## src/rtl/rbop_pkg.sv

```systemverilog
// Shared constants and types for the replay bind offset planner.
`timescale 1ns / 1ps

package rbop_pkg;

    localparam int ADDR_BITS_DEF  = 48;
    localparam int ALIGN_BITS_DEF = 25;

    typedef enum logic [3:0] {
        S_IDLE,
        S_DIV,
        S_MUL,
        S_CMP,
        S_CASE,
        S_GAP,
        S_RSET,
        S_ROUND,
        S_TOP,
        S_DONE
    } rbop_state_t;

    typedef enum logic {
        PH_QUOT,
        PH_REM
    } rbop_phase_t;

endpackage

```

## src/rtl/rbop_if.sv

```systemverilog
// Valid/ready channel interfaces for the planner's item and result transactions.
`timescale 1ns / 1ps

interface rbop_item_if #(
    parameter int ADDR_BITS  = 48,
    parameter int ALIGN_BITS = 25
);
    logic                  valid;
    logic                  ready;
    logic                  first_in_group;
    logic [ADDR_BITS-1:0]  initial_alloc_size;
    logic [ADDR_BITS-1:0]  trace_offset;
    logic [ALIGN_BITS-1:0] trace_alignment;
    logic [ALIGN_BITS-1:0] replay_alignment;
    logic [ADDR_BITS-1:0]  trace_size;
    logic [ADDR_BITS-1:0]  replay_size;

    modport source (
        output valid, first_in_group, initial_alloc_size, trace_offset,
               trace_alignment, replay_alignment, trace_size, replay_size,
        input  ready
    );
    modport sink (
        input  valid, first_in_group, initial_alloc_size, trace_offset,
               trace_alignment, replay_alignment, trace_size, replay_size,
        output ready
    );
endinterface

interface rbop_result_if #(
    parameter int ADDR_BITS = 48
);
    logic                 valid;
    logic                 ready;
    logic [ADDR_BITS-1:0] replay_offset;
    logic [ADDR_BITS-1:0] alloc_size;
    logic                 overflow;

    modport source (
        output valid, replay_offset, alloc_size, overflow,
        input  ready
    );
    modport sink (
        input  valid, replay_offset, alloc_size, overflow,
        output ready
    );
endinterface

```

## src/rtl/replay_bind_offset_planner_unit.sv

```systemverilog
// Top level of the replay bind offset planner: sequencer, shared divider/multiplier/adder.
`timescale 1ns / 1ps
//
// Usage:
//   item   : sink channel, one transaction per bound resource, sorted by trace
//            bind offset within a memory group; first_in_group restarts history.
//   result : source channel, one transaction per item with the aligned replay
//            offset, the running allocation size and a saturation flag.
// Sequencing:
//   One item at a time. The item passes through the shared restoring divider
//   for trace_offset / trace_alignment and then the shift-add multiplier (both
//   only when trace_alignment is nonzero), then through the divider again for
//   the round-up remainder (when replay_alignment is nonzero), plus up to eight
//   sequencer steps (accept, compare, case, gap, remainder setup, round-up,
//   top, done). item.ready is high only while the sequencer waits for work.
// Reset:
//   rst_n clears the sequencer, the output valid and the history, which then
//   acts as a zero-size resource at trace and replay offset zero.
// Stall:
//   The result register holds a finished transaction until result.ready; the
//   next item is accepted and worked meanwhile and waits only at its own end.

module replay_bind_offset_planner_unit #(
    parameter int ADDR_BITS  = rbop_pkg::ADDR_BITS_DEF,
    parameter int ALIGN_BITS = rbop_pkg::ALIGN_BITS_DEF
) (
    input  logic                clk,
    input  logic                rst_n,
    rbop_item_if.sink           item,
    rbop_result_if.source       result
);
    import rbop_pkg::*;

    localparam int WW  = (ADDR_BITS > ALIGN_BITS) ? ADDR_BITS : ALIGN_BITS;
    localparam int PW  = ADDR_BITS + ALIGN_BITS;
    localparam int DCW = $clog2(ADDR_BITS + 1);
    localparam int MCW = $clog2(ALIGN_BITS + 1);

    rbop_state_t state_reg, state_next;
    rbop_phase_t phase_reg, phase_next;

    // latched item
    logic                  first_reg, first_next;
    logic [ADDR_BITS-1:0]  init_reg, init_next;
    logic [ADDR_BITS-1:0]  toff_reg, toff_next;
    logic [ALIGN_BITS-1:0] talign_reg, talign_next;
    logic [ALIGN_BITS-1:0] ralign_reg, ralign_next;
    logic [ADDR_BITS-1:0]  tsize_reg, tsize_next;
    logic [ADDR_BITS-1:0]  rsize_reg, rsize_next;

    // working values
    logic [ADDR_BITS-1:0]  off_reg, off_next;
    logic                  ovf_reg, ovf_next;
    logic [ADDR_BITS-1:0]  end_reg, end_next;
    logic [ADDR_BITS-1:0]  v_reg, v_next;

    // divider
    logic [ADDR_BITS-1:0]  dvd_reg, dvd_next;
    logic [ALIGN_BITS-1:0] rem_reg, rem_next;
    logic [DCW-1:0]        dcnt_reg, dcnt_next;

    // multiplier
    logic [PW-1:0]         acc_reg, acc_next;
    logic [PW-1:0]         mcand_reg, mcand_next;
    logic [ALIGN_BITS-1:0] mplr_reg, mplr_next;
    logic [MCW-1:0]        mcnt_reg, mcnt_next;

    // history
    logic [ADDR_BITS-1:0]  pto_reg, pto_next;
    logic [ADDR_BITS-1:0]  pts_reg, pts_next;
    logic [ADDR_BITS-1:0]  pro_reg, pro_next;
    logic [ADDR_BITS-1:0]  prs_reg, prs_next;
    logic [ADDR_BITS-1:0]  ralloc_reg, ralloc_next;

    // result register
    logic                  ovalid_reg, ovalid_next;
    logic [ADDR_BITS-1:0]  ooff_reg, ooff_next;
    logic [ADDR_BITS-1:0]  oalloc_reg, oalloc_next;
    logic                  oovf_reg, oovf_next;

    // shared divider step
    logic [ALIGN_BITS-1:0] dvs;
    logic [ALIGN_BITS:0]   dsh;
    logic [ALIGN_BITS:0]   ddiff;
    logic                  dbit;
    logic [ALIGN_BITS-1:0] drem;
    logic [ADDR_BITS-1:0]  dquot;

    // shared multiplier step
    logic [PW-1:0]         macc;

    // shared saturating adder
    logic [WW-1:0]         add_a, add_b;
    logic [WW:0]           add_sum;
    logic                  add_ovf;
    logic [ADDR_BITS-1:0]  add_res;

    logic                  accept;
    logic                  div_last, mul_last;
    logic                  out_free;

    assign accept   = item.valid && item.ready;
    assign div_last = (dcnt_reg == DCW'(1));
    assign mul_last = (mcnt_reg == MCW'(1));
    assign out_free = !ovalid_reg || result.ready;

    assign item.ready           = (state_reg == S_IDLE);
    assign result.valid         = ovalid_reg;
    assign result.replay_offset = ooff_reg;
    assign result.alloc_size    = oalloc_reg;
    assign result.overflow      = oovf_reg;

    // restoring divide, one quotient bit a cycle
    assign dvs   = (phase_reg == PH_QUOT) ? talign_reg : ralign_reg;
    assign dsh   = {rem_reg, dvd_reg[ADDR_BITS-1]};
    assign ddiff = dsh - {1'b0, dvs};
    assign dbit  = !ddiff[ALIGN_BITS];
    assign drem  = dbit ? ddiff[ALIGN_BITS-1:0] : dsh[ALIGN_BITS-1:0];
    assign dquot = {dvd_reg[ADDR_BITS-2:0], dbit};

    // shift-add multiply, one multiplier bit a cycle
    assign macc = mplr_reg[0] ? (acc_reg + mcand_reg) : acc_reg;

    // operand select for the saturating adder
    always_comb
    begin
        add_a = WW'(off_reg);
        add_b = WW'(rsize_reg);
        case (state_reg)
            S_CMP:
            begin
                add_a = WW'(pto_reg);
                add_b = WW'(pts_reg);
            end
            S_CASE:
            begin
                if (toff_reg > end_reg)
                begin
                    add_a = WW'(pro_reg);
                    add_b = WW'(prs_reg);
                end
                else
                begin
                    add_a = WW'(pro_reg);
                    add_b = WW'(toff_reg - pto_reg);
                end
            end
            S_GAP:
            begin
                add_a = WW'(v_reg);
                add_b = WW'(toff_reg - end_reg);
            end
            S_ROUND:
            begin
                add_a = WW'(off_reg);
                add_b = WW'(ralign_reg - rem_reg);
            end
            default:
            begin
                add_a = WW'(off_reg);
                add_b = WW'(rsize_reg);
            end
        endcase
    end

    assign add_sum = {1'b0, add_a} + {1'b0, add_b};
    assign add_ovf = |add_sum[WW:ADDR_BITS];
    assign add_res = add_ovf ? {ADDR_BITS{1'b1}} : add_sum[ADDR_BITS-1:0];

    // next state
    always_comb
    begin
        state_next = state_reg;
        case (state_reg)
            S_IDLE:
                if (accept)
                    state_next = (item.trace_alignment != '0) ? S_DIV : S_CMP;
            S_DIV:
                if (div_last)
                    state_next = (phase_reg == PH_QUOT) ? S_MUL : S_ROUND;
            S_MUL:
                if (mul_last)
                    state_next = S_CMP;
            S_CMP:
                if (first_reg || toff_reg == pto_reg || pts_reg == '0)
                    state_next = S_RSET;
                else
                    state_next = S_CASE;
            S_CASE:
                state_next = (toff_reg > end_reg) ? S_GAP : S_RSET;
            S_GAP:
                state_next = S_RSET;
            S_RSET:
                state_next = (ralign_reg != '0) ? S_DIV : S_TOP;
            S_ROUND:
                state_next = S_TOP;
            S_TOP:
                state_next = S_DONE;
            S_DONE:
                if (out_free)
                    state_next = S_IDLE;
            default:
                state_next = S_IDLE;
        endcase
    end

    // datapath and outputs
    always_comb
    begin
        phase_next  = phase_reg;
        first_next  = first_reg;
        init_next   = init_reg;
        toff_next   = toff_reg;
        talign_next = talign_reg;
        ralign_next = ralign_reg;
        tsize_next  = tsize_reg;
        rsize_next  = rsize_reg;
        off_next    = off_reg;
        ovf_next    = ovf_reg;
        end_next    = end_reg;
        v_next      = v_reg;
        dvd_next    = dvd_reg;
        rem_next    = rem_reg;
        dcnt_next   = dcnt_reg;
        acc_next    = acc_reg;
        mcand_next  = mcand_reg;
        mplr_next   = mplr_reg;
        mcnt_next   = mcnt_reg;
        pto_next    = pto_reg;
        pts_next    = pts_reg;
        pro_next    = pro_reg;
        prs_next    = prs_reg;
        ralloc_next = ralloc_reg;
        ooff_next   = ooff_reg;
        oalloc_next = oalloc_reg;
        oovf_next   = oovf_reg;
        ovalid_next = ovalid_reg && !result.ready;

        case (state_reg)
            S_IDLE:
            begin
                if (accept)
                begin
                    first_next  = item.first_in_group;
                    init_next   = item.initial_alloc_size;
                    toff_next   = item.trace_offset;
                    talign_next = item.trace_alignment;
                    ralign_next = item.replay_alignment;
                    tsize_next  = item.trace_size;
                    rsize_next  = item.replay_size;
                    off_next    = item.trace_offset;
                    ovf_next    = 1'b0;
                    phase_next  = PH_QUOT;
                    dvd_next    = item.trace_offset;
                    rem_next    = '0;
                    dcnt_next   = DCW'(ADDR_BITS);
                end
            end
            S_DIV:
            begin
                dvd_next  = dquot;
                rem_next  = drem;
                dcnt_next = dcnt_reg - DCW'(1);
                if (div_last && phase_reg == PH_QUOT)
                begin
                    acc_next   = '0;
                    mcand_next = PW'(dquot);
                    mplr_next  = ralign_reg;
                    mcnt_next  = MCW'(ALIGN_BITS);
                end
            end
            S_MUL:
            begin
                acc_next   = macc;
                mcand_next = mcand_reg << 1;
                mplr_next  = mplr_reg >> 1;
                mcnt_next  = mcnt_reg - MCW'(1);
                if (mul_last)
                begin
                    if (|macc[PW-1:ADDR_BITS])
                    begin
                        off_next = {ADDR_BITS{1'b1}};
                        ovf_next = 1'b1;
                    end
                    else
                    begin
                        off_next = macc[ADDR_BITS-1:0];
                    end
                end
            end
            S_CMP:
            begin
                if (!first_reg)
                begin
                    if (toff_reg == pto_reg)
                    begin
                        off_next = pro_reg;
                    end
                    else if (pts_reg != '0)
                    begin
                        // trace end of the previous resource
                        end_next = add_res;
                        ovf_next = ovf_reg | add_ovf;
                    end
                end
            end
            S_CASE:
            begin
                if (toff_reg > end_reg)
                begin
                    v_next   = add_res;
                    ovf_next = ovf_reg | add_ovf;
                end
                else if (toff_reg > pto_reg && toff_reg < end_reg)
                begin
                    off_next = add_res;
                    ovf_next = ovf_reg | add_ovf;
                end
            end
            S_GAP:
            begin
                off_next = add_res;
                ovf_next = ovf_reg | add_ovf;
            end
            S_RSET:
            begin
                phase_next = PH_REM;
                dvd_next   = off_reg;
                rem_next   = '0;
                dcnt_next  = DCW'(ADDR_BITS);
            end
            S_ROUND:
            begin
                if (rem_reg != '0)
                begin
                    off_next = add_res;
                    ovf_next = ovf_reg | add_ovf;
                end
            end
            S_TOP:
            begin
                ovf_next = ovf_reg | add_ovf;
                if (first_reg)
                    ralloc_next = (add_res > init_reg) ? add_res : init_reg;
                else
                    ralloc_next = (add_res > ralloc_reg) ? add_res : ralloc_reg;
                pto_next = toff_reg;
                pts_next = tsize_reg;
                pro_next = off_reg;
                prs_next = rsize_reg;
            end
            S_DONE:
            begin
                if (out_free)
                begin
                    ovalid_next = 1'b1;
                    ooff_next   = off_reg;
                    oalloc_next = ralloc_reg;
                    oovf_next   = ovf_reg;
                end
            end
            default:
            begin
                ovalid_next = ovalid_reg && !result.ready;
            end
        endcase
    end

    // control and history
    always_ff @(posedge clk or negedge rst_n)
    begin
        if (!rst_n)
        begin
            state_reg  <= S_IDLE;
            phase_reg  <= PH_QUOT;
            dcnt_reg   <= '0;
            mcnt_reg   <= '0;
            ovalid_reg <= 1'b0;
            pto_reg    <= '0;
            pts_reg    <= '0;
            pro_reg    <= '0;
            prs_reg    <= '0;
            ralloc_reg <= '0;
        end
        else
        begin
            state_reg  <= state_next;
            phase_reg  <= phase_next;
            dcnt_reg   <= dcnt_next;
            mcnt_reg   <= mcnt_next;
            ovalid_reg <= ovalid_next;
            pto_reg    <= pto_next;
            pts_reg    <= pts_next;
            pro_reg    <= pro_next;
            prs_reg    <= prs_next;
            ralloc_reg <= ralloc_next;
        end
    end

    // payload
    always_ff @(posedge clk)
    begin
        first_reg  <= first_next;
        init_reg   <= init_next;
        toff_reg   <= toff_next;
        talign_reg <= talign_next;
        ralign_reg <= ralign_next;
        tsize_reg  <= tsize_next;
        rsize_reg  <= rsize_next;
        off_reg    <= off_next;
        ovf_reg    <= ovf_next;
        end_reg    <= end_next;
        v_reg      <= v_next;
        dvd_reg    <= dvd_next;
        rem_reg    <= rem_next;
        acc_reg    <= acc_next;
        mcand_reg  <= mcand_next;
        mplr_reg   <= mplr_next;
        ooff_reg   <= ooff_next;
        oalloc_reg <= oalloc_next;
        oovf_reg   <= oovf_next;
    end

endmodule

```

## src/flat_wrapper.sv

```systemverilog
// flat-port wrapper written by rule: the top's interface ports become plain ports
module replay_bind_offset_planner_unit_flat import rbop_pkg::*;
#(
    parameter int ADDR_BITS  = rbop_pkg::ADDR_BITS_DEF,
    parameter int ALIGN_BITS = rbop_pkg::ALIGN_BITS_DEF
)
  (clk, rst_n, item_valid, item_first_in_group, item_initial_alloc_size, item_trace_offset, item_trace_alignment, item_replay_alignment, item_trace_size, item_replay_size, item_ready, result_valid, result_replay_offset, result_alloc_size, result_overflow, result_ready);
  rbop_item_if #(.ADDR_BITS(ADDR_BITS), .ALIGN_BITS(ALIGN_BITS)) item_i ();
  rbop_result_if #(.ADDR_BITS(ADDR_BITS)) result_i ();
  input  logic clk;
  input  logic rst_n;
  input wire logic [$bits(item_i.valid)-1:0] item_valid;
  input wire logic [$bits(item_i.first_in_group)-1:0] item_first_in_group;
  input wire logic [$bits(item_i.initial_alloc_size)-1:0] item_initial_alloc_size;
  input wire logic [$bits(item_i.trace_offset)-1:0] item_trace_offset;
  input wire logic [$bits(item_i.trace_alignment)-1:0] item_trace_alignment;
  input wire logic [$bits(item_i.replay_alignment)-1:0] item_replay_alignment;
  input wire logic [$bits(item_i.trace_size)-1:0] item_trace_size;
  input wire logic [$bits(item_i.replay_size)-1:0] item_replay_size;
  output wire logic [$bits(item_i.ready)-1:0] item_ready;
  output wire logic [$bits(result_i.valid)-1:0] result_valid;
  output wire logic [$bits(result_i.replay_offset)-1:0] result_replay_offset;
  output wire logic [$bits(result_i.alloc_size)-1:0] result_alloc_size;
  output wire logic [$bits(result_i.overflow)-1:0] result_overflow;
  input wire logic [$bits(result_i.ready)-1:0] result_ready;
  assign item_i.valid = item_valid;
  assign item_i.first_in_group = item_first_in_group;
  assign item_i.initial_alloc_size = item_initial_alloc_size;
  assign item_i.trace_offset = item_trace_offset;
  assign item_i.trace_alignment = item_trace_alignment;
  assign item_i.replay_alignment = item_replay_alignment;
  assign item_i.trace_size = item_trace_size;
  assign item_i.replay_size = item_replay_size;
  assign item_ready = item_i.ready;
  assign result_valid = result_i.valid;
  assign result_replay_offset = result_i.replay_offset;
  assign result_alloc_size = result_i.alloc_size;
  assign result_overflow = result_i.overflow;
  assign result_i.ready = result_ready;
  replay_bind_offset_planner_unit #(.ADDR_BITS(ADDR_BITS), .ALIGN_BITS(ALIGN_BITS)) u_core (.clk(clk), .rst_n(rst_n), .item(item_i), .result(result_i));
endmodule
```

## config.mk

```make
export PLATFORM = sky130hd
export DESIGN_NAME = replay_bind_offset_planner_unit_flat
export DESIGN_NICKNAME = d
export VERILOG_FILES = /design/src/rtl/rbop_pkg.sv /design/src/rtl/rbop_if.sv /design/src/rtl/replay_bind_offset_planner_unit.sv /design/src/flat_wrapper.sv
export SDC_FILE = /design/constraint.sdc
export NUM_CORES = 2
export LEC_CHECK = 0
export BUFFER_PORTS_ARGS = -buffer_cell sky130_fd_sc_hd__buf_2
export CAP_MARGIN = 0
export CORE_AREA = 2 2 483 485
export CTS_BUF_LIST = sky130_fd_sc_hd__clkbuf_8
export CTS_CLUSTER_DIAMETER = 80
export CTS_CLUSTER_SIZE = 24
export DETAILED_ROUTE_END_ITERATION = 16
export DIE_AREA = 0 0 485 487
export PLACE_DENSITY_LB_ADDON = 0.15
export SYNTH_ARGS = -nofsm -noshare
export SYNTH_HDL_FRONTEND = slang
export SYNTH_SLANG_ARGS = --single-unit
```

## constraint.sdc

```tcl
create_clock -name clk -period 10.21 [get_ports clk]
set_input_delay 0.5105 -clock clk [delete_from_list [all_inputs] [get_ports clk]]
set_output_delay 0.5105 -clock clk [all_outputs]
set_load 0.01 [all_outputs]
```

==> metrics.cfg <==
[synthesis]
synth_area_leaders=edfxtp_1, dfrtp_1, ha_1
synth_common_cells=edfxtp_1, nand2_1, ha_1
synth_fp_nets=6211
async_flop_share=0.261
synth_most_common_cell=edfxtp_1
ys_ff_latch=986
synth_edf_count=729
synth_cell_type_count=87
yosysSeqAreaShare=0.492
synth_top_area_frac=0.380
avgSynthCellArea_um2=10.3
synthesis.area_um2=57500
yosys.area.top_type=edfxtp_1
syn-instance-count=5592
yosys_warnings=0
ys_dominant_reg_cell=edfxtp_1

[clock_tree]
numCtsBuffers=91
cts.sinks=986
post_cts_buffers=0
root_buffer=clkbuf_8
clockBufferDepth=3
path_clk_slew_ns=0.13
cts.htree.levels=3
clkLatencyLatePin_ns=0.96
tritoncts=yes

[floorplan]
die_w_um=485
rows=177
dieArea_um2=236000
start_util=0.249
fp.dieH_um=487
coreArea_um2=231000
ios=346

[sta]
rsz0062_at_grt=no
skew_ns=0.136
tns_ns=0
period_needed_ns=9.62
tightestPinTransition_ns=1.24
setup_viol=0
holdWs_ns=0.101
max_freq_mhz=104
hold_viol=0
period_share=0.942
relSlewSlack=0.167
maxSlewViolCount=0

[drt]
vias=47700
drc=0
wl_per_cell_um=26.8
wl_mm=250
ant_nets=0
dr.pass1.iters=9
drt-initial-drc-count=4956
viasPerCell=5.12

[finish]
syn_to_final_growth_pct=19.0
final_nets=6808
register_area_um2=28300
multi_input_comb_area_um2=27300
drive_above_1_share=0.146
nFillCells=24200

[grt]
grt_pass1_vias=46500
grt-ovfl-total=0
track_usage=0.207
antenna_found_initial=57
grt_max_degree=161
grt_pass1_wl_mm=353

[placement]
dp.final_hpwl_mm=195
numPortBuffers=345
gp_congestion=0.938

[worst_setup_path]
slowest_stage=fa_1
cpPeakStageDelay_ns=0.46
crit_top_cell=o21a_1
crit_arrival_ns=10.43
cp-end-kind=register
cp_max_fo=26
cp.required_ns=11.02
crit_type=register to register
startpoint_type=register

[hold_path]
hp-class=input port to async pin

[outcome]
status=finished, final reports clean

[run]
maxCapViolCount=0

## per-stage QoR
stage                util  instance area, um2  worst slack, ns  cells
global route        0.296               68500          0.00649   9314
floorplan               -               57500            0.603   5592
detailed placement  0.275               63700            0.180   8893
finish              0.296               68500            0.590   9330
global placement    0.275               63700            0.179   8893
CTS                 0.296               68400            0.133   9309
## path summary, 6_finish.rpt
check                                        start  slack [ns]  depth (start not counted)               endpoint
worst min-delay path                         rst_n        0.10                          2     u_core.prs_reg[34]
worst max-delay path            u_core.toff_reg[0]        0.59                         45  u_core.ralloc_reg[42]
worst min register to register  u_core.dcnt_reg[5]        0.46                          1     u_core.dcnt_reg[5]
worst max register to register  u_core.toff_reg[0]        0.59                         45  u_core.ralloc_reg[42]
max in group asynchronous                    rst_n        8.03                          4     u_core.pts_reg[16]
min in group clk                        item_valid        0.22                          3       u_core.phase_reg
## repair_timing
action                                  in CTS  in global routing
resized for setup                            0                 13
endpoints found under the setup margin       0                 48
hold endpoints to repair                   371                  0
hold buffers                               246                  0
## cells in the final DEF, fill, tap and decap left out, types with 136 or more instances in the layout
cell	count
a21o_1	179
a21oi_1	345
buf_2	344
buf_4	176
dfrtp_1	257
dlygate4sd3_1	246
edfxtp_1	729
ha_1	366
inv_1	288
mux2_2	149
nand2_1	714
nor2_1	308
o21ai_0	333
xnor2_1	136
## metal layers
layer | global-route usage | routed length (um) | up-vias
li1 | - | - | 22100
met1 | 0.323 | 128000 | 23900
met2 | 0.296 | 102000 | 1552
met3 | 0.0237 | 13900 | 237
met4 | 0.0567 | 6400 | 6
met5 | 0 | 41 | -
## cell type report
class | count | share of cell area
Tap cell | 3043 | 0.0556
Antenna cell | 21 | 0.000767
Multi-Input combinational cell | 4047 | 0.399
Clock inverter | 74 | 0.0136
Clock buffer | 96 | 0.0193
Inverter | 289 | 0.0159
Timing Repair Buffer | 774 | 0.0826
Sequential cell | 986 | 0.413
## cells by family (layout without fill, tap and decap cells)
| logic type | count (synthesis) | count (layout) | share of synthesized area |
|---|---|---|---|
| DFF | 986 | 986 | 0.492 |
| other | 0 | 21 | 0 |
| AOI/OAI and AO/OA | 1528 | 1528 | 0.175 |
| xor gates and xnor gates | 221 | 221 | 0.0336 |
| buffers and inverters | 559 | 1233 | 0.0370 |
| adders and majority gates | 372 | 372 | 0.0817 |
| muxes | 246 | 246 | 0.0461 |
| and+or+nand+nor | 1680 | 1680 | 0.135 |
## critical path, delay by kind of cell, from the launching register on
kind,cells,cell delay (ns)
compound gates,27,5.24
fa+ha+maj,5,1.68
buf+inv,5,0.96
flops,1,0.36
simple gates,8,1.29
Power is not shown: default switching activity piles up to over one toggle a cycle in this logic, so the estimate is an artifact.
